--- config.mk ---
export PLATFORM = sky130hd
export DESIGN_NAME = bakery_ticket_lock_arbiter_unit
export DESIGN_NICKNAME = d
export VERILOG_FILES = /design/src/hdl/bkl_pkg.sv /design/src/hdl/bkl_ctrl.sv /design/src/hdl/bkl_dp.sv /design/src/hdl/bakery_ticket_lock_arbiter_unit.sv
export SDC_FILE = /design/constraint.sdc
export NUM_CORES = 1
export LEC_CHECK = 0
export BUFFER_PORTS_ARGS = -buffer_cell sky130_fd_sc_hd__buf_2
export CAP_MARGIN = 20
export CORE_ASPECT_RATIO = 1.4
export CORE_MARGIN = 4
export CORE_UTILIZATION = 55
export CTS_CLUSTER_SIZE = 10
export DETAILED_ROUTE_END_ITERATION = 6
export PLACE_DENSITY = 0.78
export SYNTH_ARGS = -nofsm -noshare
export SYNTH_HDL_FRONTEND = slang
export SYNTH_SLANG_ARGS = --single-unit
export TNS_END_PERCENT = 1
--- constraint.sdc ---
create_clock -name clk -period 3.3 [get_ports clk]
set_input_delay 0.33 -clock clk [delete_from_list [all_inputs] [get_ports clk]]
set_output_delay 0.33 -clock clk [all_outputs]
set_load 0.05 [all_outputs]
--- src/hdl/bkl_pkg.sv ---
// Shared types and constants for the bakery ticket lock arbiter.
package bkl_pkg;

  localparam int REQUESTERS  = 10;
  localparam int TICKET_BITS = 8;

  localparam int IDX_W   = $clog2(REQUESTERS);
  localparam int REQ_W   = 4;
  localparam int GIVEN_W = 8;
  localparam int CMP_W   = (IDX_W > REQ_W) ? IDX_W : REQ_W;
  localparam int EXT_W   = (TICKET_BITS > GIVEN_W) ? TICKET_BITS : GIVEN_W;

  localparam logic [IDX_W-1:0]       IDX_LAST   = IDX_W'(REQUESTERS - 1);
  localparam logic [CMP_W-1:0]       REQ_LIMIT  = CMP_W'(REQUESTERS);
  localparam logic [TICKET_BITS-1:0] TICKET_MAX = '1;

  typedef logic [TICKET_BITS-1:0] ticket_t;

  typedef enum logic {
    OP_ACQUIRE = 1'b0,
    OP_RELEASE = 1'b1
  } op_t;

  typedef enum logic [1:0] {
    ST_OK   = 2'd0,
    ST_DUP  = 2'd1,
    ST_SAT  = 2'd2,
    ST_NONE = 2'd3
  } status_t;

  typedef struct packed {
    logic load;
    logic step;
    logic finish;
  } bkl_cmd_t;

  typedef struct packed {
    logic scan_last;
    logic out_busy;
  } bkl_sts_t;

endpackage

--- src/hdl/bkl_ctrl.sv ---
// Sequencer for the ticket scan: accept, scan the table, commit and load output.
module bkl_ctrl (
  input  logic              clk,
  input  logic              rst,
  input  logic              in_valid,
  output logic              in_ready,
  input  bkl_pkg::bkl_sts_t sts,
  output bkl_pkg::bkl_cmd_t cmd
);

  typedef enum logic [2:0] {
    S_IDLE = 3'b001,
    S_SCAN = 3'b010,
    S_FIN  = 3'b100
  } state_t;

  state_t state, state_next;

  always_ff @(posedge clk) begin
    if (rst) begin
      state <= S_IDLE;
    end else begin
      state <= state_next;
    end
  end

  always_comb begin
    state_next = state;
    in_ready   = 1'b0;
    cmd        = '0;
    unique case (state)
      S_IDLE: begin
        in_ready = 1'b1;
        if (in_valid) begin
          cmd.load   = 1'b1;
          state_next = S_SCAN;
        end
      end
      S_SCAN: begin
        cmd.step = 1'b1;
        if (sts.scan_last) begin
          state_next = S_FIN;
        end
      end
      S_FIN: begin
        // hold until the output register is free
        if (!sts.out_busy) begin
          cmd.finish = 1'b1;
          state_next = S_IDLE;
        end
      end
      default: begin
        state_next = S_IDLE;
      end
    endcase
  end

  a_fin_free: assert property (@(posedge clk) disable iff (rst)
    cmd.finish |-> !sts.out_busy)
    else $error("commit while output word still pending");

  a_load_scan: assert property (@(posedge clk) disable iff (rst)
    cmd.load |=> (state == S_SCAN))
    else $error("accepted word did not start a scan");

  a_cmd_excl: assert property (@(posedge clk) disable iff (rst)
    $onehot0({cmd.load, cmd.step, cmd.finish}))
    else $error("more than one command at once");

endmodule

--- src/hdl/bkl_dp.sv ---
// Ticket table, one-comparator scan and output register.
module bkl_dp (
  input  logic                        clk,
  input  logic                        rst,
  input  bkl_pkg::bkl_cmd_t           cmd,
  output bkl_pkg::bkl_sts_t           sts,
  input  logic                        op_in,
  input  logic [bkl_pkg::REQ_W-1:0]   req_in,
  output logic                        out_valid,
  input  logic                        out_ready,
  output logic [1:0]                  status,
  output logic [bkl_pkg::GIVEN_W-1:0] ticket_given,
  output logic                        lock_held,
  output logic [bkl_pkg::REQ_W-1:0]   holder
);

  bkl_pkg::ticket_t tickets [bkl_pkg::REQUESTERS];

  logic                       op;
  logic [bkl_pkg::CMP_W-1:0]  req;
  logic [bkl_pkg::IDX_W-1:0]  idx;
  bkl_pkg::ticket_t           max_t;
  bkl_pkg::ticket_t           own_t;
  bkl_pkg::ticket_t           min_t;
  logic [bkl_pkg::IDX_W-1:0]  min_idx;
  logic                       min_found;

  bkl_pkg::ticket_t           rd;
  logic [bkl_pkg::CMP_W-1:0]  idx_cmp;
  logic [bkl_pkg::IDX_W-1:0]  req_idx;
  logic                       in_range;
  logic                       own_wins;
  logic                       all_found;
  logic [bkl_pkg::IDX_W-1:0]  all_idx;
  bkl_pkg::ticket_t           next_t;
  logic [bkl_pkg::EXT_W-1:0]  next_ext;

  logic                       wr_en;
  bkl_pkg::ticket_t           wr_val;
  bkl_pkg::status_t           st_c;
  logic [bkl_pkg::GIVEN_W-1:0] given_c;
  logic                       held_c;
  logic [bkl_pkg::IDX_W-1:0]  holder_c;

  assign rd       = tickets[idx];
  assign idx_cmp  = bkl_pkg::CMP_W'(idx);
  assign req_idx  = req[bkl_pkg::IDX_W-1:0];
  assign in_range = (req < bkl_pkg::REQ_LIMIT);
  assign next_t   = max_t + bkl_pkg::TICKET_BITS'(1);
  assign next_ext = bkl_pkg::EXT_W'(next_t);

  assign sts = '{scan_last: (idx == bkl_pkg::IDX_LAST),
                 out_busy:  (out_valid && !out_ready)};

  // fold the requester's own ticket into the minimum over the others
  always_comb begin
    own_wins = (own_t != '0) &&
               (!min_found || (own_t < min_t) || ((own_t == min_t) && (req_idx < min_idx)));
    all_found = min_found || (own_t != '0);
    all_idx   = own_wins ? req_idx : min_idx;
  end

  always_comb begin
    wr_en    = 1'b0;
    wr_val   = '0;
    st_c     = bkl_pkg::ST_OK;
    given_c  = '0;
    held_c   = all_found;
    holder_c = all_idx;
    if (!in_range) begin
      st_c = bkl_pkg::ST_NONE;
    end else if (op == bkl_pkg::OP_ACQUIRE) begin
      if (own_t != '0) begin
        st_c = bkl_pkg::ST_DUP;
      end else if (max_t == bkl_pkg::TICKET_MAX) begin
        st_c = bkl_pkg::ST_SAT;
      end else begin
        wr_en    = 1'b1;
        wr_val   = next_t;
        given_c  = next_ext[bkl_pkg::GIVEN_W-1:0];
        held_c   = 1'b1;
        holder_c = min_found ? min_idx : req_idx;
      end
    end else begin
      if (own_t == '0) begin
        st_c = bkl_pkg::ST_NONE;
      end else begin
        wr_en    = 1'b1;
        wr_val   = '0;
        held_c   = min_found;
        holder_c = min_found ? min_idx : '0;
      end
    end
  end

  always_ff @(posedge clk) begin
    if (rst) begin
      for (int i = 0; i < bkl_pkg::REQUESTERS; i++) begin
        tickets[i] <= '0;
      end
    end else if (cmd.finish && wr_en) begin
      tickets[req_idx] <= wr_val;
    end
  end

  always_ff @(posedge clk) begin
    if (cmd.load) begin
      op        <= op_in;
      req       <= bkl_pkg::CMP_W'(req_in);
      idx       <= '0;
      max_t     <= '0;
      own_t     <= '0;
      min_t     <= '0;
      min_idx   <= '0;
      min_found <= 1'b0;
    end else if (cmd.step) begin
      if (rd > max_t) begin
        max_t <= rd;
      end
      if (idx_cmp == req) begin
        own_t <= rd;
      end else if ((rd != '0) && (!min_found || (rd < min_t))) begin
        min_t     <= rd;
        min_idx   <= idx;
        min_found <= 1'b1;
      end
      if (!sts.scan_last) begin
        idx <= idx + 1'b1;
      end
    end
  end

  always_ff @(posedge clk) begin
    if (rst) begin
      out_valid <= 1'b0;
    end else if (cmd.finish) begin
      out_valid <= 1'b1;
    end else if (out_ready) begin
      out_valid <= 1'b0;
    end
  end

  always_ff @(posedge clk) begin
    if (cmd.finish) begin
      status       <= st_c;
      ticket_given <= given_c;
      lock_held    <= held_c;
      holder       <= held_c ? bkl_pkg::REQ_W'(holder_c) : '0;
    end
  end

  a_fin_valid: assert property (@(posedge clk) disable iff (rst)
    cmd.finish |=> out_valid)
    else $error("commit did not present an output word");

  a_idle_holder: assert property (@(posedge clk) disable iff (rst)
    (out_valid && !lock_held) |-> (holder == '0))
    else $error("holder reported with no ticket held");

  a_given_ok: assert property (@(posedge clk) disable iff (rst)
    (out_valid && (status != bkl_pkg::ST_OK)) |-> (ticket_given == '0))
    else $error("ticket given on a failed operation");

endmodule

--- src/hdl/bakery_ticket_lock_arbiter_unit.sv ---
// Top level of the bakery ticket lock arbiter: stream ports around control and datapath.
// The result word is registered in the commit state after the table scan; commit stalls while
// the previous result is still pending at the output register. The single-comparator table scan
// reads one table entry per cycle, and a new input word is accepted only in idle, after commit.
// The next input word is taken while the previous result still waits at the output register.
// Reset (rst, synchronous): clears every ticket to zero, drops m_tvalid, returns to idle.
module bakery_ticket_lock_arbiter_unit (
  input  logic        clk,
  input  logic        rst,
  input  logic        s_tvalid,
  output logic        s_tready,
  input  logic [7:0]  s_tdata,   // [0] operation, [4:1] requester, [7:5] zero
  output logic        m_tvalid,
  input  logic        m_tready,
  output logic [15:0] m_tdata    // [1:0] status, [9:2] ticket_given, [10] lock_held,
                                 // [14:11] holder, [15] zero
);

  bkl_pkg::bkl_cmd_t cmd;
  bkl_pkg::bkl_sts_t sts;

  logic [1:0]                  status;
  logic [bkl_pkg::GIVEN_W-1:0] ticket_given;
  logic                        lock_held;
  logic [bkl_pkg::REQ_W-1:0]   holder;

  bkl_ctrl u_ctrl (
    .clk      (clk),
    .rst      (rst),
    .in_valid (s_tvalid),
    .in_ready (s_tready),
    .sts      (sts),
    .cmd      (cmd)
  );

  bkl_dp u_dp (
    .clk          (clk),
    .rst          (rst),
    .cmd          (cmd),
    .sts          (sts),
    .op_in        (s_tdata[0]),
    .req_in       (s_tdata[4:1]),
    .out_valid    (m_tvalid),
    .out_ready    (m_tready),
    .status       (status),
    .ticket_given (ticket_given),
    .lock_held    (lock_held),
    .holder       (holder)
  );

  assign m_tdata = {1'b0, holder, lock_held, ticket_given, status};

endmodule
==> impl_metrics.ini, run 1 <==
[outcome]
status = complete, but fails checks
violations = setup timing

[clocking]
clk_latency_ns = 0.44
cts_root_buf = clkbuf_16
numCtsBuffers = 17
h-tree-depth = 4
clkTransAtPathRegs_ns = 0.07
cts_tree = done
clock_sinks = 189
clock_path_buffers = 2

[timing]
drv_slew = 0
period_needed_ns = 3.34
tightest_slew_ns = 0.818
max_freq_ghz = 0.300
setup_violations = 7
whs_ns = 0.0715
rsz0062_at_grt = true
finClkSkew_ns = 0.0113
fin_crit_sh = 1.01
postLayoutSetupSlackWorst_ns = -0.0370
hold_viol = 0
relSlewSlack = 0.453

[place]
preCtsSetupSlack_ns = -0.206
place_hpwl_mm = 14.7
placed_cell_area_um2 = 9670
place_congestion = 0.889
portBuffers = 25

[yosys]
ys_types = 63
seq_area_frac_synth = 0.597
synth_area_um2 = 8810
postSynthCellCount = 689
yosysWarnings = 0
synthTopCellsByCount = edfxtp_1, nor2_1, mux2i_1, dfxtp_1, inv_1
synth_top_area_cell = edfxtp_1
synth_area_per_cell_um2 = 12.8
synth_area_leaders = edfxtp_1, dfxtp_1, mux2i_1, nor2_1, ha_1
yosysMostFrequentCell = edfxtp_1
synth-edff-count = 148
synth_top_area_frac = 0.504
synth_top_flop_cell = edfxtp_1
async_flop_share = 0
synth_seq_cells = 189

[setup_path]
worstSetupStartpointType = flop
slowest_stage = dfxtp_4
arrival_ns = 3.64
crit_buf_inv = 5
critPathTopFamily = compound AO/OA/AOI/OAI gates
worstSetupPathType = reg -> reg
r2r-end = u_dp.max_t[2]
worstSetupEndpointType = flop
ff2ff_path_depth = 14
cp.required_ns = 3.60
slowest_delay_ns = 0.40
cp_cell_sequence = buf_4, buf_16, buf_4, mux2i_1, a221oi_2, nor2_1, o21ai_1, buf_4, ha_1, and4_4, a221oi_4, buf_6, mux2i_1, nor2_1
r2r_slack_ns = -0.04
cp_common_cell = buf_4
crit_cells = 14
path_max_fanout = 8

[global_route]
overflow = 0
grt_pass1_vias = 6299
gr-usage-met3 = 0.0478
grt.total_usage = 0.243
grt_max_degree = 40
met2_usage = 0.435
antenna_found_initial = 1
busiest_layer = met2
grt_first_pass_wirelength_mm = 32.9
grt_util_met1 = 0.263

[die]
row_count = 54
core_um2 = 15700
start_util = 0.562
die_w_um = 115
io_pins = 30
die_y_um = 158
die-area_um2 = 18100

[detailed_routing]
wl_per_cell_um = 20.6
first_pass_iters = 5
vias = 6049
avgViaCountPerCell = 5.89
drc_errors = 0
routed_wl_mm = 21.2
drtIter0Drc = 542
ant_nets = 0

[power_and_ir_drop]
vdd_ir_drop_max_mv = 0.378
p_per_area_nw_per_um2 = 508
power.leakage_nw = 3.78

[run]
maxCapViolations = 0

[cells_and_area]
drive_gt1_frac = 0.242
layout.nets = 859
syn2layout_area_growth_pct = 19.5
final_area_um2 = 10500
antenna_cells = 0

[worst_hold_path]
hp-start = s_tdata[1]
hp-class = in -> reg
whs_endpoint = u_dp.req[0]
hold_path_depth = 1
-- cell type report --
class / count / area (um^2)
Sequential cell: 189 / 5270
Inverter: 36 / 135
Clock inverter: 15 / 163
Fill cell: 1103 / 5140
Tap cell: 196 / 245
Timing Repair Buffer: 91 / 689
Multi-Input combinational cell: 483 / 3610
Clock buffer: 17 / 425
-- layout by cell type, fill, tap and decap left out, types with 10 or more instances in the layout --
master     netlist  layout
buf_2            4      25
dfxtp_1         41      40
mux4_2          12      12
a21oi_2         10      12
ha_1            29      29
xnor2_1         13      13
nand2b_1        14      14
clkbuf_16        0      17
mux2i_1         51      51
nand3_2         10      10
conb_1           1      49
nand2_1         21      21
nor2_1         122     119
edfxtp_1       148     148
buf_4            4      60
inv_1           36      36
-- where the power goes --
group          total, W  internal, W  switching (W)
sequential      0.00268      0.00263      0.0000458
clock           0.00203      0.00113       0.000908
combinational  0.000641     0.000281       0.000361
total           0.00535      0.00404        0.00131
-- flip-flops by register name, summed over array words and instances (netlist names), named ones only --
| name | count |
|---|---|
| u_ctrl.state | 3 |
| u_dp.holder | 4 |
| u_dp.idx | 4 |
| u_dp.lock_held | 1 |
| u_dp.max_t | 8 |
| u_dp.min_found | 1 |
| u_dp.min_idx | 4 |
| u_dp.min_t | 8 |
| u_dp.op | 1 |
| u_dp.out_valid | 1 |
| u_dp.own_t | 8 |
| u_dp.req | 4 |
| u_dp.status | 2 |
| u_dp.ticket_given | 8 |
| u_dp.tickets | 128 |
-- how the worst max path moves through the flow --
stage,startpoint,to,slack [ns]
global route,flop,u_dp.max_t[2],-0.11
floorplan,flop,u_dp.min_t[2],-0.07
detailed placement,flop,u_dp.max_t[4],-0.21
CTS,flop,u_dp.max_t[2],0.0007
global placement,flop,u_dp.max_t[3],-0.09
finish,flop,u_dp.max_t[2],-0.04
-- metal layers --
layer	vias to the layer above	wire length [um]
met5	-	7
met4	2	1300
met3	95	1140
met2	261	11400
met1	2932	7310
li1	2759	-
-- logic make-up after synthesis --
kind of cell / synth area share
and+or+nand+nor: 0.125
DFF: 0.597
AOI/OAI and AO/OA: 0.0849
muxes: 0.102
buffers and inverters: 0.0356
adders and majority gates: 0.0412
xor gates and xnor gates: 0.0139
other: 0.000425
-- what timing repair did --
action | CTS | global route
setup endpoints to repair | 20 | 20
cloned | 2 | 1
hold buffers | 0 | 0
gates resized for setup | 17 | 29
setup buffers | 1 | 3
pin swaps | 1 | 3
-- metrics by stage --
stage	power, W	util	instances	TNS [ns]
finish	0.00535	0.672	1027	-0.113
global route	0.00553	0.672	1027	-1.41
CTS	0.00534	0.663	1023	0
detailed placement	0.00328	0.617	988	-3.11
global placement	0.00326	0.617	988	-0.650
floorplan	0.00310	-	737	-0.580
No activity file was read; power rests on OpenSTA's default activity.
==> run 2: changes to the inputs <==
--- a/config.mk
+++ b/config.mk
@@ -5,14 +5,15 @@
 export SDC_FILE = /design/constraint.sdc
 export NUM_CORES = 1
 export LEC_CHECK = 0
+export ABC_AREA = 1
 export BUFFER_PORTS_ARGS = -buffer_cell sky130_fd_sc_hd__buf_2
 export CAP_MARGIN = 20
 export CORE_ASPECT_RATIO = 1.4
 export CORE_MARGIN = 4
-export CORE_UTILIZATION = 55
+export CORE_UTILIZATION = 35
 export CTS_CLUSTER_SIZE = 10
 export DETAILED_ROUTE_END_ITERATION = 6
-export PLACE_DENSITY = 0.78
+export PLACE_DENSITY = 0.55
 export SYNTH_ARGS = -nofsm -noshare
 export SYNTH_HDL_FRONTEND = slang
 export SYNTH_SLANG_ARGS = --single-unit
==> run 2 against run 1 <==
Net effect:
- the flow now finishes without violations
- clock skew grew 0.00089 ns
- flip-flop and latch count is the same
- area after synthesis grew 0.58%
- cell count grew 29%
- critical path depth grew 3
- worst hold slack lost 0.012 ns
- critical path type unchanged
==> impl_metrics.ini, run 2 <==
[cells_and_area]
layout.nets = 1042
instances_no_fill = 1329
drive_gt1_frac = 0.119
regMostFlops = u_dp.tickets
final_cell_mix = nor2_1, edfxtp_1, nand2_1
largest_reg_flops = 128
layout_commonest_cell = nor2_1
syn2layout_area_growth_pct = 15.5
antenna_cells = 0

[setup_path]
worstSetupEndpointType = flop
r2r_slack_ns = 0.32
path_max_fanout = 23
worstSetupPathType = reg -> reg
worstSetupStartpointType = flop
cp.required_ns = 3.67
arrival_ns = 3.35
r2r-end = u_dp.max_t[4]
ff2ff_path_depth = 17

[timing]
setup_violations = 0
fin_crit_sh = 0.902
max_freq_ghz = 0.336
postLayoutSetupSlackWorst_ns = 0.322
finClkSkew_ns = 0.0122
hold_viol = 0
tightest_slew_ns = 0.553
setup_tns_ns = 0
relSlewSlack = 0.630
period_needed_ns = 2.98
drv_slew = 0
rsz0062_at_grt = false

[power_and_ir_drop]
vdd_ir_drop_max_mv = 0.379
p_per_area_nw_per_um2 = 622
total_power_w = 0.00637
power.leakage_nw = 4.03

[yosys]
synth_area_um2 = 8870
synth_area_per_cell_um2 = 9.70
synth_top_area_frac = 0.501
synth_top_flop_cell = edfxtp_1
yosysMostFrequentCell = nor2_1
async_flop_share = 0
synth-edff-count = 148
postSynthCellCount = 914
synthTopCellsByCount = nor2_1, edfxtp_1, nand2_1, inv_1, nand3_1
ys_types = 38
yosysWarnings = 0
synth_area_leaders = edfxtp_1, dfxtp_1, nor2_1, nand2_1, ha_1
synth_seq_cells = 189
synth_top_area_cell = edfxtp_1
seq_area_frac_synth = 0.594

[outcome]
status = completed

[die]
die_w_um = 143
io_pins = 30
core_um2 = 24800
die_y_um = 196
die-area_um2 = 28000
start_util = 0.357
row_count = 68

[clocking]
cts_root_buf = clkbuf_16
clock_path_buffers = 2
post-cts-setup-buffers = 0
numCtsBuffers = 17
clkTransAtPathRegs_ns = 0.07
clk_latency_ns = 0.44
clock_sinks = 189
h-tree-depth = 4
cts_tree = done

[global_route]
antenna_found_initial = 0
grt_max_degree = 67
grt_first_pass_wirelength_mm = 35.1
overflow = 0
grt_pass1_vias = 6399
grt.total_usage = 0.163

[worst_hold_path]
hold_path_depth = 1
hp-start = s_tdata[3]
hp-class = in -> reg
whs_endpoint = u_dp.req[2]

[detailed_routing]
drtIter0Drc = 446
wl_per_cell_um = 16.6
first_pass_iters = 5
avgViaCountPerCell = 4.91
ant_nets = 0
drc_errors = 0
routed_wl_mm = 22.1
vias = 6529

[place]
preCtsSetupSlack_ns = 0.254
portBuffers = 25
place_congestion = 0.802
dp.cells = 1297
place_hpwl_mm = 16.1

[run]
maxCapViolations = 0
## run 2: cell count changes after synthesis, moves of 24 or more
cell,before,now
o21ai_0,12,49
a21oi_1,6,45
nand3_1,9,55
inv_1,36,87
mux2i_1,51,0
nand2_1,21,104
o211ai_1,2,26
nor2_1,122,193
## run 2: area by class of cell
class / count / area, um^2
timing repair buffer: 56 / 395
clock inverter: 15 / 158
sequential: 189 / 5270
clock buffer: 17 / 425
multi-input combinational: 642 / 3250
tap: 315 / 394
inverter: 95 / 357
fill: 2508 / 14600
## run 2: per-stage QoR
stage	area, um^2	hold WS (ns)	util
final	10200	0.0597	0.412
after global routing	10200	0.0399	0.412
after CTS	10200	0.0406	0.412
after detailed placement	9640	0.477	0.388
after global placement	9640	0.468	0.388
after floorplan	9050	0.399	-
## run 2: worst max path at each step
stage,from,endpoint,slack (ns),cells after the start
floorplan,u_dp.out_valid,u_dp.tickets[0][0],0.32,10
global placement,u_dp.max_t[0],u_dp.tickets[2][7],0.30,16
detailed placement,u_dp.max_t[0],u_dp.tickets[2][4],0.25,16
CTS,u_dp.max_t[0],u_dp.tickets[2][5],0.24,16
global route,u_dp.max_t[0],u_dp.tickets[6][7],0.05,16
finish,flop,u_dp.max_t[4],0.32,17
## run 2: timing repair
action / 4_1_cts / 5_1_grt
hold buffers: 0 / 0
hold endpoints to repair: 0 / 0
resized for setup: 0 / 5
setup endpoints to repair: 0 / 25
## run 2: cells by family after synthesis
group                    Yosys count  synth area share
XOR/XNOR                           8           0.00790
AO/OA/AOI/OAI                    171             0.111
adder cells (fa/ha/maj)           29            0.0409
flip-flops                       189             0.594
other                              1          0.000423
AND/OR/NAND/NOR                  385             0.182
buffers and inverters            131            0.0638
## run 2: worst max-delay path: stages (launching register included)
cell,delay [ns]
dfxtp_1,0.35
buf_4,0.28
buf_4,0.24
nor2_1,0.06
o21ai_1,0.08
o211ai_1,0.11
nand3_1,0.10
nand2_1,0.21
ha_1,0.38
inv_1,0.04
nor2_1,0.07
o211ai_1,0.09
a21oi_1,0.18
nor3_1,0.07
a211oi_1,0.19
buf_4,0.23
o21ai_0,0.10
a21oi_1,0.13
## run 2: report_power, final
group          total, W  internal, W  leakage (nW)  switching [W]
logic           0.00148     0.000501          1.91       0.000984
registers       0.00283      0.00272          1.84       0.000105
clock network   0.00205      0.00107         0.280       0.000985
total           0.00637      0.00429          4.03        0.00207
## run 2: layer usage
| metal | global-route usage | wire length (um) | vias up |
|---|---|---|---|
| li1 | - | - | 3252 |
| met1 | 0.193 | 9050 | 3159 |
| met2 | 0.297 | 12000 | 89 |
| met3 | 0.0285 | 587 | 29 |
| met4 | 0.0532 | 459 | 0 |
| met5 | 0 | 0 | - |
==> run 3: changes to the inputs <==
--- a/config.mk
+++ b/config.mk
@@ -5,7 +5,6 @@
 export SDC_FILE = /design/constraint.sdc
 export NUM_CORES = 1
 export LEC_CHECK = 0
-export ABC_AREA = 1
 export BUFFER_PORTS_ARGS = -buffer_cell sky130_fd_sc_hd__buf_2
 export CAP_MARGIN = 20
 export CORE_ASPECT_RATIO = 1.4
==> run 3 against run 2 <==
Net effect:
- clock skew shrank 0.0021 ns
- worst hold slack gained 0.016 ns
- sequential share of layout area is 3.3 points lower
- worst setup slack worse by 0.23 ns
- combinational power shrank 54%
- wire length fell by 3.6%
- flip-flop and latch count unchanged
- count of clock-buffer cells in the layout rose by 2
- register-to-register slack got worse by 0.23 ns
- clock power about the same
- cell count shrank 12%
- highest routed layer unchanged
==> impl_metrics.ini, run 3 (synthesis results as in run 1) <==
[cells_and_area]
multi_input_area_um2 = 3600
seqCellArea_um2 = 5270
largest_reg_flops = 128
drive_gt1_frac = 0.260
layout_commonest_cell = edfxtp_1
fillerInstances = 2262
final_util = 0.442
layout.nets = 878
regMostFlops = u_dp.tickets
final_cell_mix = edfxtp_1, nor2_1, buf_4
final_area_um2 = 10900
antenna_cells = 0
syn2layout_area_growth_pct = 24.2

[global_route]
overflow = 0
grt.total_usage = 0.155
antenna_found_initial = 0
grt_pass1_vias = 5847
grt_max_degree = 34
grt_first_pass_wirelength_mm = 32.6

[run]
maxCapViolations = 0

[place]
place_hpwl_mm = 15.1
preCtsSetupSlack_ns = -0.101
portBuffers = 25
placed_cell_area_um2 = 9960
place_congestion = 0.796

[power_and_ir_drop]
p_per_area_nw_per_um2 = 494
vdd_ir_drop_max_mv = 0.340
clockPowerShare = 0.381
seq_power_share = 0.495
p_comb_frac = 0.125
power.switching_w = 0.00132
total_power_w = 0.00541
sw_frac_of_total = 0.244
power.leakage_nw = 3.93
p_int_w = 0.00409

[detailed_routing]
routed_wl_mm = 21.3
avgViaCountPerCell = 4.94
vias = 5751
first_pass_iters = 6
drtIter0Drc = 401
drc_errors = 0
wl_per_cell_um = 18.3
ant_nets = 0

[timing]
drv_slew = 0
fin_crit_sh = 0.971
relSlewSlack = 0.375
rsz0062_at_grt = true
max_freq_ghz = 0.312
postLayoutSetupSlackWorst_ns = 0.0941
finClkSkew_ns = 0.0101
period_needed_ns = 3.21
hold_viol = 0
setup_violations = 0
tightest_slew_ns = 0.933

[setup_path]
arrival_ns = 3.52
cp_cell_sequence = buf_12, buf_12, mux2i_1, a221oi_2, a22oi_1, o21ai_1, buf_4, ha_1, and4_4, o21ai_2, a221oi_4, buf_6, mux2i_1, nor2_1
critPathTopFamily = compound AO/OA/AOI/OAI gates
crit_buf_inv = 4
worstSetupEndpointType = flop
slowest_delay_ns = 0.44
slowest_stage = dfxtp_4
worstSetupStartpointType = flop
cp.required_ns = 3.61
worstSetupPathType = reg -> reg
path_max_fanout = 7

[die]
row_count = 68
die_y_um = 196
die-area_um2 = 27800
die_w_um = 142
start_util = 0.356
core_um2 = 24800
io_pins = 30

[clocking]
numCtsBuffers = 17
h-tree-depth = 4
cts_root_buf = clkbuf_16
cts_tree = done
clock_path_buffers = 2
clk_latency_ns = 0.43
clock_sinks = 189
clkTransAtPathRegs_ns = 0.07

[outcome]
status = completed

[worst_hold_path]
hp-class = in -> reg
==> run 3: cell types whose count changed in the layout (fill, tap and decap cells not counted), moves of 14 or more <==
cell / previous run / this run
mux2i_1: 0 / 50
nand2_1: 101 / 21
nand3_1: 55 / 9
a21oi_1: 45 / 5
o21ai_1: 30 / 3
nor2_1: 192 / 119
nand2b_1: 0 / 14
o21ai_0: 49 / 5
o211ai_1: 26 / 2
buf_4: 28 / 69
inv_1: 87 / 36
==> run 3: worst paths after layout <==
| kind | from | to | slack (ns) | cells past startpoint |
|---|---|---|---|---|
| min | s_tdata[3] | u_dp.req[2] | 0.08 | 1 |
| max reg2reg | flop | u_dp.max_t[6] | 0.09 | 14 |
| min reg2reg | u_dp.min_t[2] | u_dp.min_t[2] | 0.47 | 2 |
| max | flop | u_dp.max_t[6] | 0.09 | 14 |
==> run 3: final cells by class <==
cell class,count,area share
inverter,36,0.0123
tap,315,0.0360
sequential,189,0.481
multi-input combinational,482,0.329
timing repair buffer,111,0.0874
clock buffer,19,0.0396
clock inverter,13,0.0143
==> run 3: what timing repair did <==
action                     in CTS  in global routing
gates cloned                    1                  2
buffers inserted                0                 12
gates resized for setup         6                 46
hold buffers                    0                  0
setup endpoints to repair      20                 20
pin swaps                       0                 10
==> run 3: routing by layer <==
metal / track usage / up-vias / wire (um)
met5: 0 / - / 0
met4: 0.0544 / 0 / 552
met3: 0.0280 / 29 / 763
met2: 0.289 / 108 / 11700
met1: 0.175 / 2821 / 8290
li1: - / 2793 / -
==> run 3: stage by stage <==
step	hold slack, ns	std cells	TNS (ns)
4_1_cts	0.0514	1151	0
6_report	0.0756	1165	0
2_1_floorplan	0.420	737	-0.580
3_3_place_gp	0.463	1118	-0.596
3_5_place_dp	0.471	1118	-1.30
5_1_grt	0.0521	1165	-0.816
==> run 3: worst reg2reg max path, stage by stage (launching register included) <==
cell and delay, ns:
dfxtp_4 0.44, buf_12 0.17, buf_12 0.12, mux2i_1 0.27, a221oi_2 0.14, a22oi_1 0.31, o21ai_1 0.13, buf_4 0.18
ha_1 0.30, and4_4 0.26, o21ai_2 0.07, a221oi_4 0.30, buf_6 0.18, mux2i_1 0.19, nor2_1 0.05
==> run 3: power by group through the flow <==
stage          sequential [W]  clock (W)  combinational [W]
2_1_floorplan         0.00271          0           0.000388
3_3_place_gp          0.00272          0           0.000585
3_5_place_dp          0.00273          0           0.000591
4_1_cts               0.00267    0.00211           0.000610
5_1_grt               0.00268    0.00220           0.000734
6_report              0.00267    0.00206           0.000675
